--- src/design/ebcalu_pkg.sv ---
`default_nettype none

package ebcalu_pkg;

  // flag bit positions in a flags nibble
  localparam int unsigned FlagZ = 3;
  localparam int unsigned FlagN = 2;
  localparam int unsigned FlagH = 1;
  localparam int unsigned FlagC = 0;

  typedef enum logic [5:0] {
    CMD_ADD8     = 6'd0,
    CMD_ADC      = 6'd1,
    CMD_SUB      = 6'd2,
    CMD_SBC      = 6'd3,
    CMD_AND      = 6'd4,
    CMD_XOR      = 6'd5,
    CMD_OR       = 6'd6,
    CMD_CP       = 6'd7,
    CMD_INC8     = 6'd8,
    CMD_DEC8     = 6'd9,
    CMD_INC16    = 6'd10,
    CMD_DEC16    = 6'd11,
    CMD_ADD16    = 6'd12,
    CMD_ADD_SP   = 6'd13,
    CMD_LD_HL_SP = 6'd14,
    CMD_DAA      = 6'd15,
    CMD_CPL      = 6'd16,
    CMD_SCF      = 6'd17,
    CMD_CCF      = 6'd18,
    CMD_RLCA     = 6'd19,
    CMD_RRCA     = 6'd20,
    CMD_RLA      = 6'd21,
    CMD_RRA      = 6'd22,
    CMD_RLC      = 6'd23,
    CMD_RRC      = 6'd24,
    CMD_RL       = 6'd25,
    CMD_RR       = 6'd26,
    CMD_SLA      = 6'd27,
    CMD_SRA      = 6'd28,
    CMD_SWAP     = 6'd29,
    CMD_SRL      = 6'd30,
    CMD_BIT      = 6'd31,
    CMD_RES      = 6'd32,
    CMD_SET      = 6'd33
  } cmd_e;

  typedef struct packed {
    logic [5:0]  command;
    logic [15:0] operand_a;
    logic [15:0] operand_b;
    logic [2:0]  bit_index;
    logic [3:0]  flags;
  } op_t;

  typedef struct packed {
    logic [15:0] result;
    logic [3:0]  flags;
  } res_t;

endpackage

`default_nettype wire

--- src/design/ebcalu_core.sv ---
`default_nettype none

module ebcalu_core (
  input  wire ebcalu_pkg::op_t op_i,
  output ebcalu_pkg::res_t     res_o
);

  ebcalu_pkg::cmd_e cmd;
  logic [15:0] a16;
  logic [15:0] b16;
  logic [7:0]  a;
  logic [7:0]  b;
  logic        zi;
  logic        ni;
  logic        hi;
  logic        ci;

  logic        add_cin;
  logic        sub_cin;
  logic [8:0]  add_sum;
  logic [4:0]  add_half;
  logic [8:0]  sub_diff;
  logic [4:0]  sub_half;
  logic [16:0] add16_sum;
  logic [12:0] add16_half;
  logic [15:0] sp_sum;
  logic [4:0]  sp_half;
  logic [8:0]  sp_byte;
  logic [7:0]  bit_mask;
  logic [7:0]  daa_adj;
  logic        daa_c;
  logic [7:0]  r8;
  logic        sh_c;

  assign cmd = ebcalu_pkg::cmd_e'(op_i.command);
  assign a16 = op_i.operand_a;
  assign b16 = op_i.operand_b;
  assign a   = a16[7:0];
  assign b   = b16[7:0];
  assign zi  = op_i.flags[ebcalu_pkg::FlagZ];
  assign ni  = op_i.flags[ebcalu_pkg::FlagN];
  assign hi  = op_i.flags[ebcalu_pkg::FlagH];
  assign ci  = op_i.flags[ebcalu_pkg::FlagC];

  assign add_cin    = (cmd == ebcalu_pkg::CMD_ADC) && ci;
  assign sub_cin    = (cmd == ebcalu_pkg::CMD_SBC) && ci;
  assign add_sum    = {1'b0, a} + {1'b0, b} + {8'd0, add_cin};
  assign add_half   = {1'b0, a[3:0]} + {1'b0, b[3:0]} + {4'd0, add_cin};
  // borrow out of the top bit is the carry flag
  assign sub_diff   = {1'b0, a} - {1'b0, b} - {8'd0, sub_cin};
  assign sub_half   = {1'b0, a[3:0]} - {1'b0, b[3:0]} - {4'd0, sub_cin};
  assign add16_sum  = {1'b0, a16} + {1'b0, b16};
  assign add16_half = {1'b0, a16[11:0]} + {1'b0, b16[11:0]};
  assign sp_sum     = a16 + {{8{b[7]}}, b};
  assign sp_half    = {1'b0, a16[3:0]} + {1'b0, b[3:0]};
  assign sp_byte    = {1'b0, a16[7:0]} + {1'b0, b};
  assign bit_mask   = 8'd1 << op_i.bit_index;

  always_comb begin
    daa_adj = 8'h00;
    daa_c   = ci;
    if (!ni) begin
      if (ci || (a > 8'h99)) begin
        daa_adj[6:5] = 2'b11;
        daa_c        = 1'b1;
      end
      if (hi || (a[3:0] > 4'd9)) begin
        daa_adj[2:1] = 2'b11;
      end
    end else begin
      if (ci) begin
        daa_adj[6:5] = 2'b11;
      end
      if (hi) begin
        daa_adj[2:1] = 2'b11;
      end
    end
  end

  // prefixed rotate and shift group
  always_comb begin
    r8   = a;
    sh_c = 1'b0;
    case (cmd)
      ebcalu_pkg::CMD_RLC: begin
        r8   = {a[6:0], a[7]};
        sh_c = a[7];
      end
      ebcalu_pkg::CMD_RRC: begin
        r8   = {a[0], a[7:1]};
        sh_c = a[0];
      end
      ebcalu_pkg::CMD_RL: begin
        r8   = {a[6:0], ci};
        sh_c = a[7];
      end
      ebcalu_pkg::CMD_RR: begin
        r8   = {ci, a[7:1]};
        sh_c = a[0];
      end
      ebcalu_pkg::CMD_SLA: begin
        r8   = {a[6:0], 1'b0};
        sh_c = a[7];
      end
      ebcalu_pkg::CMD_SRA: begin
        r8   = {a[7], a[7:1]};
        sh_c = a[0];
      end
      ebcalu_pkg::CMD_SWAP: begin
        r8   = {a[3:0], a[7:4]};
        sh_c = 1'b0;
      end
      default: begin
        r8   = {1'b0, a[7:1]};
        sh_c = a[0];
      end
    endcase
  end

  always_comb begin
    res_o.result = a16;
    res_o.flags  = op_i.flags;
    case (cmd)
      ebcalu_pkg::CMD_ADD8, ebcalu_pkg::CMD_ADC: begin
        res_o.result = {8'h00, add_sum[7:0]};
        res_o.flags  = {add_sum[7:0] == 8'h00, 1'b0, add_half[4], add_sum[8]};
      end
      ebcalu_pkg::CMD_SUB, ebcalu_pkg::CMD_SBC: begin
        res_o.result = {8'h00, sub_diff[7:0]};
        res_o.flags  = {sub_diff[7:0] == 8'h00, 1'b1, sub_half[4], sub_diff[8]};
      end
      ebcalu_pkg::CMD_CP: begin
        res_o.flags = {sub_diff[7:0] == 8'h00, 1'b1, sub_half[4], sub_diff[8]};
      end
      ebcalu_pkg::CMD_AND: begin
        res_o.result = {8'h00, a & b};
        res_o.flags  = {(a & b) == 8'h00, 1'b0, 1'b1, 1'b0};
      end
      ebcalu_pkg::CMD_XOR: begin
        res_o.result = {8'h00, a ^ b};
        res_o.flags  = {(a ^ b) == 8'h00, 3'b000};
      end
      ebcalu_pkg::CMD_OR: begin
        res_o.result = {8'h00, a | b};
        res_o.flags  = {(a | b) == 8'h00, 3'b000};
      end
      ebcalu_pkg::CMD_INC8: begin
        res_o.result = {8'h00, a + 8'd1};
        res_o.flags  = {a == 8'hFF, 1'b0, a[3:0] == 4'hF, ci};
      end
      ebcalu_pkg::CMD_DEC8: begin
        res_o.result = {8'h00, a - 8'd1};
        res_o.flags  = {a == 8'h01, 1'b1, a[3:0] == 4'h0, ci};
      end
      ebcalu_pkg::CMD_INC16: begin
        res_o.result = a16 + 16'd1;
      end
      ebcalu_pkg::CMD_DEC16: begin
        res_o.result = a16 - 16'd1;
      end
      ebcalu_pkg::CMD_ADD16: begin
        res_o.result = add16_sum[15:0];
        res_o.flags  = {zi, 1'b0, add16_half[12], add16_sum[16]};
      end
      ebcalu_pkg::CMD_ADD_SP, ebcalu_pkg::CMD_LD_HL_SP: begin
        res_o.result = sp_sum;
        res_o.flags  = {2'b00, sp_half[4], sp_byte[8]};
      end
      ebcalu_pkg::CMD_DAA: begin
        if (!ni) begin
          res_o.result = {8'h00, a + daa_adj};
        end else begin
          res_o.result = {8'h00, a - daa_adj};
        end
        res_o.flags = {res_o.result[7:0] == 8'h00, ni, 1'b0, daa_c};
      end
      ebcalu_pkg::CMD_CPL: begin
        res_o.result = {8'h00, ~a};
        res_o.flags  = {zi, 1'b1, 1'b1, ci};
      end
      ebcalu_pkg::CMD_SCF: begin
        res_o.flags = {zi, 1'b0, 1'b0, 1'b1};
      end
      ebcalu_pkg::CMD_CCF: begin
        res_o.flags = {zi, 1'b0, 1'b0, !ci};
      end
      ebcalu_pkg::CMD_RLCA: begin
        res_o.result = {8'h00, a[6:0], a[7]};
        res_o.flags  = {3'b000, a[7]};
      end
      ebcalu_pkg::CMD_RRCA: begin
        res_o.result = {8'h00, a[0], a[7:1]};
        res_o.flags  = {3'b000, a[0]};
      end
      ebcalu_pkg::CMD_RLA: begin
        res_o.result = {8'h00, a[6:0], ci};
        res_o.flags  = {3'b000, a[7]};
      end
      ebcalu_pkg::CMD_RRA: begin
        res_o.result = {8'h00, ci, a[7:1]};
        res_o.flags  = {3'b000, a[0]};
      end
      ebcalu_pkg::CMD_RLC, ebcalu_pkg::CMD_RRC, ebcalu_pkg::CMD_RL, ebcalu_pkg::CMD_RR,
      ebcalu_pkg::CMD_SLA, ebcalu_pkg::CMD_SRA, ebcalu_pkg::CMD_SWAP,
      ebcalu_pkg::CMD_SRL: begin
        res_o.result = {8'h00, r8};
        res_o.flags  = {r8 == 8'h00, 2'b00, sh_c};
      end
      ebcalu_pkg::CMD_BIT: begin
        res_o.flags = {(a & bit_mask) == 8'h00, 1'b0, 1'b1, ci};
      end
      ebcalu_pkg::CMD_RES: begin
        res_o.result = {8'h00, a & ~bit_mask};
      end
      ebcalu_pkg::CMD_SET: begin
        res_o.result = {8'h00, a | bit_mask};
      end
      default: begin
        // unused codes pass operand and flags through
        res_o.result = a16;
        res_o.flags  = op_i.flags;
      end
    endcase
  end

endmodule

`default_nettype wire

--- src/design/eight_bit_cpu_alu_with_flags_unit.sv ---
`default_nettype none

// SM83-style ALU with flags. One operation is accepted per clock while in_ready_o
// is high: the transaction is held in an input register, passes the single-pass
// ALU logic, and lands in the result register, so its result is valid on the
// output once it is in the result register and held until it is taken. With
// out_ready_i held high the unit sustains one transaction per cycle; when the
// output stalls, the input register still takes one more transaction before
// in_ready_o drops. Flags are packed as Z N H C, bit 3 to 0.
module eight_bit_cpu_alu_with_flags_unit (
  input  wire logic        clk_i,
  input  wire logic        rst_ni,
  input  wire logic        in_valid_i,
  output logic             in_ready_o,
  input  wire logic [5:0]  command_i,
  input  wire logic [15:0] operand_a_i,
  input  wire logic [15:0] operand_b_i,
  input  wire logic [2:0]  bit_index_i,
  input  wire logic [3:0]  flags_in_i,
  output logic             out_valid_o,
  input  wire logic        out_ready_i,
  output logic [15:0]      result_o,
  output logic [3:0]       flags_out_o
);

  logic              op_valid_q;
  ebcalu_pkg::op_t   op_q;
  ebcalu_pkg::res_t  alu_res;
  logic              res_valid_q;
  ebcalu_pkg::res_t  res_q;
  logic              res_load;
  logic              op_load;

  // result register free, or draining this cycle
  assign res_load   = op_valid_q && (!res_valid_q || out_ready_i);
  assign in_ready_o = !op_valid_q || res_load;
  assign op_load    = in_valid_i && in_ready_o;

  always_ff @(posedge clk_i or negedge rst_ni) begin
    if (!rst_ni) begin
      op_valid_q <= 1'b0;
    end else if (in_ready_o) begin
      op_valid_q <= in_valid_i;
    end
  end

  always_ff @(posedge clk_i) begin
    if (op_load) begin
      op_q <= '{command:   command_i,
                operand_a: operand_a_i,
                operand_b: operand_b_i,
                bit_index: bit_index_i,
                flags:     flags_in_i};
    end
  end

  ebcalu_core u_core (
    .op_i  (op_q),
    .res_o (alu_res)
  );

  always_ff @(posedge clk_i or negedge rst_ni) begin
    if (!rst_ni) begin
      res_valid_q <= 1'b0;
    end else if (!res_valid_q || out_ready_i) begin
      res_valid_q <= op_valid_q;
    end
  end

  always_ff @(posedge clk_i) begin
    if (res_load) begin
      res_q <= alu_res;
    end
  end

  assign out_valid_o = res_valid_q;
  assign result_o    = res_q.result;
  assign flags_out_o = res_q.flags;

`ifndef SYNTHESIS
  a_accept_fills_op: assert property (@(posedge clk_i) disable iff (!rst_ni)
    op_load |=> op_valid_q)
    else $error("accepted transaction did not reach the input register");

  a_op_moves_on: assert property (@(posedge clk_i) disable iff (!rst_ni)
    res_load |=> out_valid_o)
    else $error("input register advanced but no result is valid");

  a_stall_holds_op: assert property (@(posedge clk_i) disable iff (!rst_ni)
    (op_valid_q && !res_load) |=> (op_valid_q && $stable(op_q)))
    else $error("stalled transaction in input register was lost or changed");

  a_ready_low_only_full: assert property (@(posedge clk_i) disable iff (!rst_ni)
    !in_ready_o |-> (op_valid_q && out_valid_o && !out_ready_i))
    else $error("input stalled while the pipeline had room");
`endif

endmodule

`default_nettype wire
--- config.mk ---
export PLATFORM = sky130hd
export DESIGN_NAME = eight_bit_cpu_alu_with_flags_unit
export DESIGN_NICKNAME = d
export VERILOG_FILES = /design/src/design/ebcalu_pkg.sv /design/src/design/ebcalu_core.sv /design/src/design/eight_bit_cpu_alu_with_flags_unit.sv
export SDC_FILE = /design/constraint.sdc
export NUM_CORES = 1
export LEC_CHECK = 0
export BUFFER_PORTS_ARGS = -buffer_cell sky130_fd_sc_hd__buf_4
export CAP_MARGIN = 40
export CORE_MARGIN = 5
export CORE_UTILIZATION = 40
export CTS_CLUSTER_SIZE = 16
export DETAILED_ROUTE_END_ITERATION = 7
export GPL_TIMING_DRIVEN = 0
export HOLD_SLACK_MARGIN = 0.03
export MAX_ROUTING_LAYER = met4
export PLACE_DENSITY = 0.71
export REMOVE_ABC_BUFFERS = 1
export SKIP_LAST_GASP = 1
export SLEW_MARGIN = 20
export SYNTH_ARGS = -nofsm -noshare
export SYNTH_HDL_FRONTEND = slang
export SYNTH_SLANG_ARGS = --single-unit
--- constraint.sdc ---
create_clock -name clk_i -period 3.49 [get_ports clk_i]
set_input_delay 0.349 -clock clk_i [delete_from_list [all_inputs] [get_ports clk_i]]
set_output_delay 0.349 -clock clk_i [all_outputs]
set_load 0.03 [all_outputs]
==> results.txt <==
CP most frequent cell -> a21oi_1
Ant diodes -> 0
Slowest cell on the critical path -> edfxtp_1
Min-delay src -> operand_b_i[1]
Mapped cell area -> 6850 um^2
GRT overflow -> 0
Final hold slack -> 170 ps
DR DRC count -> 0
Post-synthesis area per instance -> 8.68 um^2
R2R depth -> 10
Critical path arrival -> 3610 ps
Ys Warns -> 0
Worst-path maximum fanout -> 10
Max-cap violations -> 0
Fillers -> 1565
Post-route ant nets -> 0
Ports -> 71
Cell Area, Placed -> 7600 um^2
Pins Over Slew Limit -> 0
Initial antenna violation count -> 0
Buffers & Inverters on Critical Path -> 2
Via count -> 7129
Kind of critical path -> flip-flop to flip-flop
EDFF count, synth -> 65
Clk buf depth -> 2
Die ar. -> 19800 um^2
Count leader, synth -> ha_1
Wirelength per Cell -> 22.7 um
Hold Path End -> op_q[8]$_DFFE_PP_
Peak supply drop -> 0.218 mV
Die H -> 141 um
Post-synth top cells -> ha_1 (67), edfxtp_1 (65), nand2_1 (57)
WHS Path Cells -> 1
Share of post-route cells with drive strength above 1 -> 26.0%
Final Critical Period -> 3530 ps
Leakage power -> 3.49 nW
Clock Skew -> 12.6 ps
Failing checks -> setup timing
CP max stage delay -> 480 ps
Initial Util -> 41.0%
Post-synth top flop -> edfxtp_1
Worst-margin pin slew -> 882 ps
TritonCTS buffer count -> 9
Reg2reg start -> op_q[25]$_DFFE_PP_
Area delta synth->final -> 28.4%
Die W -> 141 um
First-pass GRT wire length -> 38700 um
Worst hold path class -> input port to flip-flop
Initial drt markers -> 1177
Yosys top cell by area -> edfxtp_1
Port Buf Inserts -> 70
Detailed placement HPWL -> 17700 um
Largest net degree at the start of global routing -> 31
WL final -> 25600 um
Relative slew slack -> 40.7%
Setup ws final -> -38.9 ps
Std cell rows -> 47
Core Box Area -> 16700 um^2
Period utilisation layout -> 101%
Total track usage -> 25.9%
Clock transition at path regs -> 70 ps
Root Buffer -> clkbuf_16
CTS tree -> yes
Clock Sinks -> 67
Status -> finished, violations left
Reg2reg end -> flags_out_o[1]$_DFFE_PP_
Cells after Synth -> 789
TritonRoute pass-1 iters -> 8
Reg2reg setup slack -> -40 ps
#FFs+latches synth -> 67
Setup violators final -> 2
Crit start category -> flip-flop
Seq/Total Area, Yosys -> 29.2%
Final hold vios -> 0
Layout net count -> 1024
CP cell instances -> inv_1 -> ha_1 -> a21o_1 -> a21oi_1 -> o22ai_1 -> a2111oi_0 -> buf_1 -> o221ai_1 -> nor2_1 -> a21oi_1
PwrDens -> 356 nW/um^2
H-tree level count -> 3
Synth top area share -> 28.5%
Worst skew pair latency -> 350 ps
CP Capture Type -> flip-flop
Final Cell Area -> 8790 um^2
Fraction of registers with async set/reset -> 2.99%
Via density -> 6.32
RSZ-0062 raised after global routing -> yes
Number of global-route vias before repair -> 6616
Unique masters post-synth -> 76
Max Clk Rate -> 283 MHz
Gpl congestion -> 1.02
WP data required -> 3580 ps
Cell family with most CP delay -> compound AO/OA/AOI/OAI gates
Largest cells by area after synthesis -> edfxtp_1 (29%), ha_1 (12%), xnor2_1 (4.3%)
## sequential cells by signal, summed over array words and instances (netlist names)
register / flops
op_q: 45
result_o: 16
flags_out_o: 4
op_valid_q: 1
out_valid_o: 1
## worst reg2reg max path, cell delays in order (launching register included)
cell       delay, ps
edfxtp_1         480
inv_1            370
ha_1             460
a21o_1           270
a21oi_1          320
o22ai_1          210
a2111oi_0        470
buf_1            240
o221ai_1         170
nor2_1           210
a21oi_1           70
## report_power, final
group	switching, mW	total, mW	internal [mW]	leakage (nW)
Sequential	0.0526	1.02	0.963	0.648
Clock	0.385	0.942	0.557	0.146
Combinational	0.688	1.17	0.483	2.70
Total	1.13	3.13	2.00	3.49
## worst max-delay path by stage
stage	start	to	slack, ps	cells past startpoint
floorplan	op_q[40]$_DFFE_PP_	result_o[14]$_DFFE_PP_	-340	13
global placement	op_q[24]$_DFFE_PP_	result_o[5]$_DFFE_PP_	-1380	15
detailed placement	op_q[42]$_DFFE_PP_	result_o[4]$_DFFE_PP_	-960	10
CTS	op_q[24]$_DFFE_PP_	result_o[5]$_DFFE_PP_	-30	18
global route	op_q[24]$_DFFE_PP_	result_o[5]$_DFFE_PP_	-160	16
finish	op_q[25]$_DFFE_PP_	flags_out_o[1]$_DFFE_PP_	-40	10
## layout make-up
type	count	area [um^2]	area share (%)
clock inverters	7	73.8	0.839
multi-input cells	640	4930	56.1
clock buffers	9	225	2.56
repair buffers	141	1110	12.6
inverters	44	175	1.99
well taps	220	275	3.13
flip-flops and latches	67	2000	22.8
## metal layers
metal  part of all wire (%)  wire length (um)  GRT usage [%]  vias to the layer above
li1                       -                 -              -                     3255
met1                     42             10800           36.5                     3359
met2                     43             11100           37.3                      432
met3                     11              2760           4.44                       83
met4                    3.7               954           9.74                        0
met5                      0                 0              -                        -
## cells by family (layout without fill, tap and decap cells)
kind of cell	Yosys count	count (layout)	synth area share (%)
adder cells (fa/ha/maj)	72	72	13.7
XOR/XNOR	51	51	6.52
flip-flops	67	67	29.2
AO/OA/AOI/OAI	255	255	25.6
multiplexers	7	7	1.04
AND/OR/NAND/NOR	255	255	19.0
buffers and inverters	82	201	4.92
## through the flow
stage	total power, mW	TNS [ps]	setup slack, ps	util [%]	instances
after global routing	3.27	-554	-163	52.7	1128
after CTS	3.01	-49.2	-30.4	50.3	1111
after floorplan	1.66	-1850	-340	-	751
final	3.13	-71.4	-38.9	52.7	1128
after detailed placement	1.98	-10190	-963	45.5	1051
after global placement	1.96	-16610	-1380	44.8	1041
## placed cells by master, fill, tap and decap left out, drive strengths merged, types with 4 or more instances in the layout
cell	netlist	routed
a32oi	6	6
a22oi	7	7
o21ai	50	50
nand3b	8	8
nor2b	9	9
and2	7	7
nand3	25	25
xor2	17	17
a21oi	55	55
clkinv	1	4
o22ai	21	21
a2111oi	7	7
nor2	55	55
nor4	10	10
mux2i	6	6
a31oi	8	8
nand4	12	12
nor3	36	36
a21o	19	19
fa	5	5
o21bai	5	5
or3	6	6
o211ai	9	9
xnor2	34	34
o221ai	4	4
ha	67	67
nand2b	14	14
nand2	57	57
o2111ai	6	6
inv	43	44
buf	17	140
edfxtp	65	65
clkbuf	21	9
a221o	9	9
o31ai	4	4
a211oi	9	9
a221oi	13	13
## timing repair
action	CTS	global route
endpoints found under the hold margin	2	0
pin swaps	17	39
endpoints found under the setup margin	19	13
resized for setup	42	44
hold buffers	1	0
buffers inserted	43	17
Power figures use the tool's default switching activity.
